--- src/design/assert_macros.svh ---
// Assertion macros shared by the tag ECC check and correct design.
// Each macro expands to one labeled concurrent assertion that reports by $error.
`ifndef ASSERT_MACROS_SVH
`define ASSERT_MACROS_SVH

// Same-cycle implication, masked while reset is high.
`define ASSERT_IMPLY(label, clk, rst, ante, cons) \
  label: assert property (@(posedge clk) disable iff (rst) (ante) |-> (cons)) \
    else $error("implication check failed");

// Next-cycle implication, masked while reset is high.
`define ASSERT_NEXT(label, clk, rst, ante, cons) \
  label: assert property (@(posedge clk) disable iff (rst) (ante) |=> (cons)) \
    else $error("next-cycle check failed");

// Next-cycle implication that also holds through reset.
`define ASSERT_NEXT_ALWAYS(label, clk, ante, cons) \
  label: assert property (@(posedge clk) (ante) |=> (cons)) \
    else $error("reset check failed");

`endif

--- src/design/oobecc_pkg.sv ---
// Package for the OOB tag ECC check and correct design.
// Holds the request and result types, status codes and tag layout constants.
`timescale 1ns / 1ps

package oobecc_pkg;

  // Tag word layout.
  localparam int TAG_W    = 64;
  localparam int SPARE_W  = 64;
  localparam int ECC_LSB  = 50;
  localparam int ECC_W    = 12;
  localparam int ECC_MSB  = ECC_LSB + ECC_W - 1;
  localparam int CODE_W   = 7;
  localparam int BITIDX_W = 6;

  // Check outcome codes.
  typedef enum logic [1:0] {
    ST_CLEAN     = 2'd0,
    ST_CORRECTED = 2'd1,
    ST_UNCORR    = 2'd2
  } status_t;

  // One request: the 16-byte spare area as two words.
  typedef struct packed {
    logic [SPARE_W-1:0] spare_low;
    logic [SPARE_W-1:0] spare_high;
  } in_t;

  // One result.
  typedef struct packed {
    status_t            status;
    logic [TAG_W-1:0]   tag_word;
    logic               image_ok;
  } out_t;

endpackage

--- src/design/oobecc_code.sv ---
// Parity code of a tag word: XOR of the 1-based positions of all set bits,
// with the ECC field left out. Depends on oobecc_pkg.
`timescale 1ns / 1ps

module oobecc_code (
  input  logic [oobecc_pkg::TAG_W-1:0]  word,
  output logic [oobecc_pkg::CODE_W-1:0] code
);

  // Bit j of the code covers every tag position whose 1-based index has bit j set.
  function automatic logic [oobecc_pkg::TAG_W-1:0] code_mask(input int j);
    logic [oobecc_pkg::TAG_W-1:0] m;
    m = '0;
    for (int p = 0; p < oobecc_pkg::TAG_W; p++) begin
      if ((((p + 1) >> j) & 1) != 0 &&
          !(p >= oobecc_pkg::ECC_LSB && p <= oobecc_pkg::ECC_MSB)) begin
        m[p] = 1'b1;
      end
    end
    return m;
  endfunction

  // One XOR reduction tree per code bit.
  for (genvar j = 0; j < oobecc_pkg::CODE_W; j++) begin : g_bit
    localparam logic [oobecc_pkg::TAG_W-1:0] MASK = code_mask(j);
    assign code[j] = ^(word & MASK);
  end

endmodule

--- src/design/oobecc_correct.sv ---
// Gathers the tag word from the spare area, checks its ECC and corrects one bit.
// Depends on oobecc_pkg and oobecc_code.
`timescale 1ns / 1ps

module oobecc_correct (
  input  oobecc_pkg::in_t  req,
  output oobecc_pkg::out_t res
);

  logic [oobecc_pkg::TAG_W-1:0]    word;
  logic [oobecc_pkg::CODE_W-1:0]   code;
  logic [oobecc_pkg::ECC_W-1:0]    stored;
  logic [oobecc_pkg::ECC_W-1:0]    syn;
  logic [oobecc_pkg::ECC_W-1:0]    syn_m1;
  logic [oobecc_pkg::BITIDX_W-1:0] flip_idx;
  logic [oobecc_pkg::TAG_W-1:0]    flipped;
  logic [oobecc_pkg::CODE_W-1:0]   new_code;
  logic                            in_field;

  // Gather spare bytes 0..3, 6..7 and 11..12 into the tag word.
  assign word = {req.spare_high[39:24], req.spare_low[63:48], req.spare_low[31:0]};

  oobecc_code u_code (
    .word (word),
    .code (code)
  );

  // Syndrome against the stored field.
  assign stored   = word[oobecc_pkg::ECC_MSB:oobecc_pkg::ECC_LSB];
  assign syn      = stored ^ {{(oobecc_pkg::ECC_W - oobecc_pkg::CODE_W){1'b0}}, code};
  assign syn_m1   = syn - oobecc_pkg::ECC_W'(1);
  assign flip_idx = syn_m1[oobecc_pkg::BITIDX_W-1:0];
  assign flipped  = word ^ (oobecc_pkg::TAG_W'(1) << flip_idx);

  // A flip inside the ECC field leaves the covered bits, and so the code, unchanged.
  assign in_field = (syn >= oobecc_pkg::ECC_W'(oobecc_pkg::ECC_LSB + 1)) &&
                    (syn <= oobecc_pkg::ECC_W'(oobecc_pkg::ECC_MSB + 1));
  assign new_code = in_field ? code : (code ^ syn[oobecc_pkg::CODE_W-1:0]);

  // Pick the outcome and rebuild the ECC field.
  always_comb begin
    if (syn == '0) begin
      res.status   = oobecc_pkg::ST_CLEAN;
      res.tag_word = word;
      res.image_ok = 1'b1;
    end else if (syn <= oobecc_pkg::ECC_W'(oobecc_pkg::TAG_W)) begin
      res.status   = oobecc_pkg::ST_CORRECTED;
      res.tag_word = {flipped[oobecc_pkg::TAG_W-1:oobecc_pkg::ECC_MSB+1],
                      (oobecc_pkg::ECC_W)'(new_code),
                      flipped[oobecc_pkg::ECC_LSB-1:0]};
      res.image_ok = 1'b1;
    end else begin
      res.status   = oobecc_pkg::ST_UNCORR;
      res.tag_word = {word[oobecc_pkg::TAG_W-1:oobecc_pkg::ECC_MSB+1],
                      (oobecc_pkg::ECC_W)'(code),
                      word[oobecc_pkg::ECC_LSB-1:0]};
      res.image_ok = 1'b0;
    end
  end

endmodule

--- src/design/oob_tag_ecc_check_correct_core.sv ---
// A request is held in the input register and its result then in the result register.
// Throughput: one request per cycle unless out_ready stalls; an input register and a
// result register bound a single pass through gather, XOR tree and correction logic.
// Reset (synchronous, active high) empties both registers; no other state exists.
// Depends on oobecc_pkg, oobecc_correct and assert_macros.svh.
`timescale 1ns / 1ps

module oob_tag_ecc_check_correct_core (
  input  logic             clk,
  input  logic             rst,
  input  logic             in_valid,
  output logic             in_ready,
  input  oobecc_pkg::in_t  in_data,
  output logic             out_valid,
  input  logic             out_ready,
  output oobecc_pkg::out_t out_data
);

  logic             s1_valid;
  oobecc_pkg::in_t  s1_data;
  oobecc_pkg::out_t res;
  logic             out_adv;

  // The result register moves when empty or taken; the input register follows it.
  assign out_adv  = !out_valid || out_ready;
  assign in_ready = !s1_valid || out_adv;

  // Input register.
  always_ff @(posedge clk) begin
    if (rst) begin
      s1_valid <= 1'b0;
    end else if (in_ready) begin
      s1_valid <= in_valid;
    end
  end

  always_ff @(posedge clk) begin
    if (in_ready && in_valid) begin
      s1_data <= in_data;
    end
  end

  oobecc_correct u_correct (
    .req (s1_data),
    .res (res)
  );

  // Result register.
  always_ff @(posedge clk) begin
    if (rst) begin
      out_valid <= 1'b0;
    end else if (out_adv) begin
      out_valid <= s1_valid;
    end
  end

  always_ff @(posedge clk) begin
    if (out_adv && s1_valid) begin
      out_data <= res;
    end
  end

`include "assert_macros.svh"

  // A held request stays put while the result register is stalled.
  `ASSERT_NEXT(a_s1_hold, clk, rst, s1_valid && !out_adv, s1_valid && $stable(s1_data))

  // The image flag agrees with the status of each result.
  `ASSERT_IMPLY(a_ok_status, clk, rst, out_valid,
                out_data.image_ok == (out_data.status != oobecc_pkg::ST_UNCORR))

  // A stalled result is not overwritten.
  `ASSERT_NEXT(a_out_hold, clk, rst, out_valid && !out_ready, out_valid && $stable(out_data))

  // Reset leaves no result pending.
  `ASSERT_NEXT_ALWAYS(a_rst_empty, clk, rst, !out_valid && !s1_valid)

endmodule
--- config.mk ---
export PLATFORM = sky130hd
export DESIGN_NAME = oob_tag_ecc_check_correct_core
export DESIGN_NICKNAME = d
export VERILOG_FILES = /design/src/design/oobecc_pkg.sv /design/src/design/oobecc_code.sv /design/src/design/oobecc_correct.sv /design/src/design/oob_tag_ecc_check_correct_core.sv
export VERILOG_INCLUDE_DIRS = /design/src /design/src/design
export SDC_FILE = /design/constraint.sdc
export NUM_CORES = 1
export LEC_CHECK = 0
export BUFFER_PORTS_ARGS = -buffer_cell sky130_fd_sc_hd__buf_2
export CORE_MARGIN = 2
export CORE_UTILIZATION = 55
export CTS_BUF_LIST = sky130_fd_sc_hd__clkbuf_4 sky130_fd_sc_hd__clkbuf_8 sky130_fd_sc_hd__clkbuf_16
export CTS_CLUSTER_DIAMETER = 80
export CTS_CLUSTER_SIZE = 24
export DETAILED_ROUTE_END_ITERATION = 12
export GPL_TIMING_DRIVEN = 0
export PLACE_DENSITY_LB_ADDON = 0.15
export SLEW_MARGIN = 15
export SYNTH_ARGS = -nofsm -noshare
export SYNTH_HDL_FRONTEND = slang
export SYNTH_SLANG_ARGS = --single-unit
--- constraint.sdc ---
create_clock -name clk -period 6.7 [get_ports clk]
set_input_delay 0.67 -clock clk [delete_from_list [all_inputs] [get_ports clk]]
set_output_delay 0.67 -clock clk [all_outputs]
set_load 0.05 [all_outputs]
==> impl_metrics.ini <==
[placed_design]
place_area_mm2 = 0.006958
hpwl_um = 9471
routabilityCongestion = 0.8571
dp_slack_ns = 2.730
portBuffers = 136

[critical_path]
crit_type = flop to flop
slowest_stage = nor2b_1
worst_setup_path_start_kind = flop
cp_max_fo = 8
r2r_setup_slack_ns = 2.60
cpLargestDelayFamily = XOR/XNOR gates
critPathBufInv = 0
path_common_cell = xor2_1
critPathMaxStageDelay_ns = 0.62
crit_chain = xor2_1 -> xnor3_1 -> xnor2_2 -> xnor2_1 -> xor2_1 -> nor2b_1 -> mux2i_1 -> o21ai_2 -> mux2_2
crit_path_end_kind = flop
cp.arrival_ns = 4.37
crit_required_ns = 6.97

[hold_path]
hold_class = primary input to flop

[yosys]
yosys.cell_count.top_type = edfxtp_1
ys_types = 27
synth-seq-area-share_pct = 66.04
async_flop_share_pct = 0
yosys_most_used_dff = edfxtp_1
netlist.area_leader.share_pct = 65.38
synth_edf_count = 131
yosys.area.top_type = edfxtp_1
yosys-top-cells-area = edfxtp_1 65%, xnor2_1 14%, xor2_1 5.5%
avgSynthCellArea_um2 = 15.16
synth_seq_cells = 133
synth_common_cells = 131 x edfxtp_1, 93 x xnor2_1, 38 x xor2_1, 32 x nor2_1, 30 x nand2_1
netlist_area_mm2 = 0.006017
postSynthCellCount = 397
ys_warn_count = 0

[sta]
slew_headroom_pct = 41.85
fmax_mhz = 243.8
post-route-min-period_ns = 4.101
setup_viol = 0
finalSetupTns_ns = 0
drv_slew = 0
worstMarginPinSlew_ns = 0.8693
fin_crit_sh_pct = 61.21
hold_violations = 0
rsz0062_at_grt = false
fin_ws_ns = 2.599
skew_ns = 0.008055
hold_ws_ns = 0.3127

[clocking]
cts-buffers-inserted = 17
cts_root_buffer = clkbuf_8
path_clk_slew_ns = 0.06
cts-resized-gates = 0
htreeDepth = 4
hold_buffers = 0
tritoncts = built
clock_latency_ns = 0.53
clockBufferDepth = 2
clkSinkCount = 133
post-cts-setup-buffer-count = 0

[detailed_routing]
firstDrtPassIters = 4
via_per_inst = 5.159
ant_nets = 0
vias = 3673
drtIter0Drc = 165
wirelength_um = 12810
wl_per_cell_um = 17.99
drc = 0

[layout]
diodes = 0
syn_to_final_growth_pct = 25.47
drive_gt1_share_pct = 32.34
nFillCells = 790
final_cell_area_mm2 = 0.007550
nNetsFinal = 691

[floorplan]
core_area_mm2 = 0.01075
rows = 38
die_area_mm2 = 0.01179
initial_utilization_pct = 56.00
chipHeight_um = 108.6
die_w_um = 108.6
io-pin-count = 201

[global_routing]
grt_first_pass_wirelength_um = 19230
grt.total_usage_pct = 23.28
grt_pass1_vias = 3688
grt-ovfl-total = 0
antenna_found_initial = 0
grt_max_degree = 37

[pwr]
finalPower_mw = 2.958
p_per_area_mw_per_mm2 = 391.8
p_leak_nw = 2.907
ir_worst_vdd_uv = 231.6

[job]
maxCapViolCount = 0

[outcome]
outcome = finished, final reports clean
==> registers in the layout, indices dropped and copies added (netlist names) <==
name and count:
s1_valid 1, out_data 67, out_valid 1, s1_data 64
==> path summary, 6_finish.rpt <==
kind                       end  depth (start not counted)        start
setup / recovery  out_data[55]                          9  s1_data[38]
hold / removal        s1_valid                          2          rst
setup reg to reg  out_data[55]                          9  s1_data[38]
hold reg to reg      out_valid                          2     s1_valid
==> kinds of logic (layout without fill, tap and decap cells) <==
kind of cell / after synthesis / after routing / share of synthesized area, %
XOR/XNOR: 143 / 143 / 23.46
flip-flops: 133 / 133 / 66.04
AND/OR/NAND/NOR: 101 / 101 / 7.632
multiplexers: 9 / 9 / 1.664
buffers and inverters: 7 / 178 / 0.4574
AO/OA/AOI/OAI: 3 / 3 / 0.6862
other: 1 / 5 / 0.06232
==> cells in the final DEF (no fill, tap or decap), types with 2 or more instances in the layout <==
| cell | Yosys | layout |
|---|---|---|
| buf_12 | 0 | 3 |
| buf_2 | 1 | 137 |
| bufinv_16 | 0 | 4 |
| clkbuf_1 | 3 | 3 |
| clkbuf_16 | 0 | 16 |
| clkbuf_4 | 0 | 2 |
| clkinv_1 | 0 | 4 |
| clkinv_2 | 0 | 4 |
| conb_1 | 1 | 5 |
| dfxtp_1 | 2 | 2 |
| edfxtp_1 | 131 | 131 |
| inv_1 | 3 | 3 |
| mux2_2 | 8 | 8 |
| nand2_1 | 30 | 30 |
| nand2b_1 | 4 | 4 |
| nand3_1 | 9 | 9 |
| nand4_1 | 2 | 2 |
| nor2_1 | 32 | 32 |
| nor2b_1 | 6 | 5 |
| nor3_1 | 7 | 7 |
| nor4_1 | 4 | 4 |
| or2_2 | 3 | 3 |
| xnor2_1 | 93 | 93 |
| xnor3_1 | 11 | 11 |
| xor2_1 | 38 | 38 |
==> per-layer routing <==
layer | share of wire, % | vias up | track usage, %
li1 | - | 1709 | -
met1 | 41 | 1801 | 28.75
met2 | 51 | 147 | 38.53
met3 | 6.1 | 16 | 6.269
met4 | 1.8 | 0 | 10.35
met5 | 0 | - | 0
==> through the flow <==
step	cells	utilization (%)
2_1_floorplan	401	-
3_3_place_gp	677	64.10
3_5_place_dp	680	64.75
4_1_cts	712	70.26
5_1_grt	712	70.26
6_report	712	70.26
==> report_power, final <==
group / switching (mW) / internal [mW] / total, mW / leakage [nW]
Combinational: 0.678 / 0.331 / 1.01 / 1.35
Clock: 0.321 / 0.603 / 0.924 / 0.292
Sequential: 0.0329 / 0.992 / 1.02 / 1.27
==> area by class of cell <==
type	instances	area [um2]	share of cell area, %
plain buffers	4	16.27	0.2154
clock buffers	19	429.2	5.684
clock inverters	13	162.7	2.154
inverters	3	11.26	0.1492
multi-input cells	261	2041	27.03
flip-flops and latches	133	3974	52.64
well taps	140	175.2	2.320
repair buffers	139	740.7	9.811
Note: power is estimated with default switching activity, not from simulation.
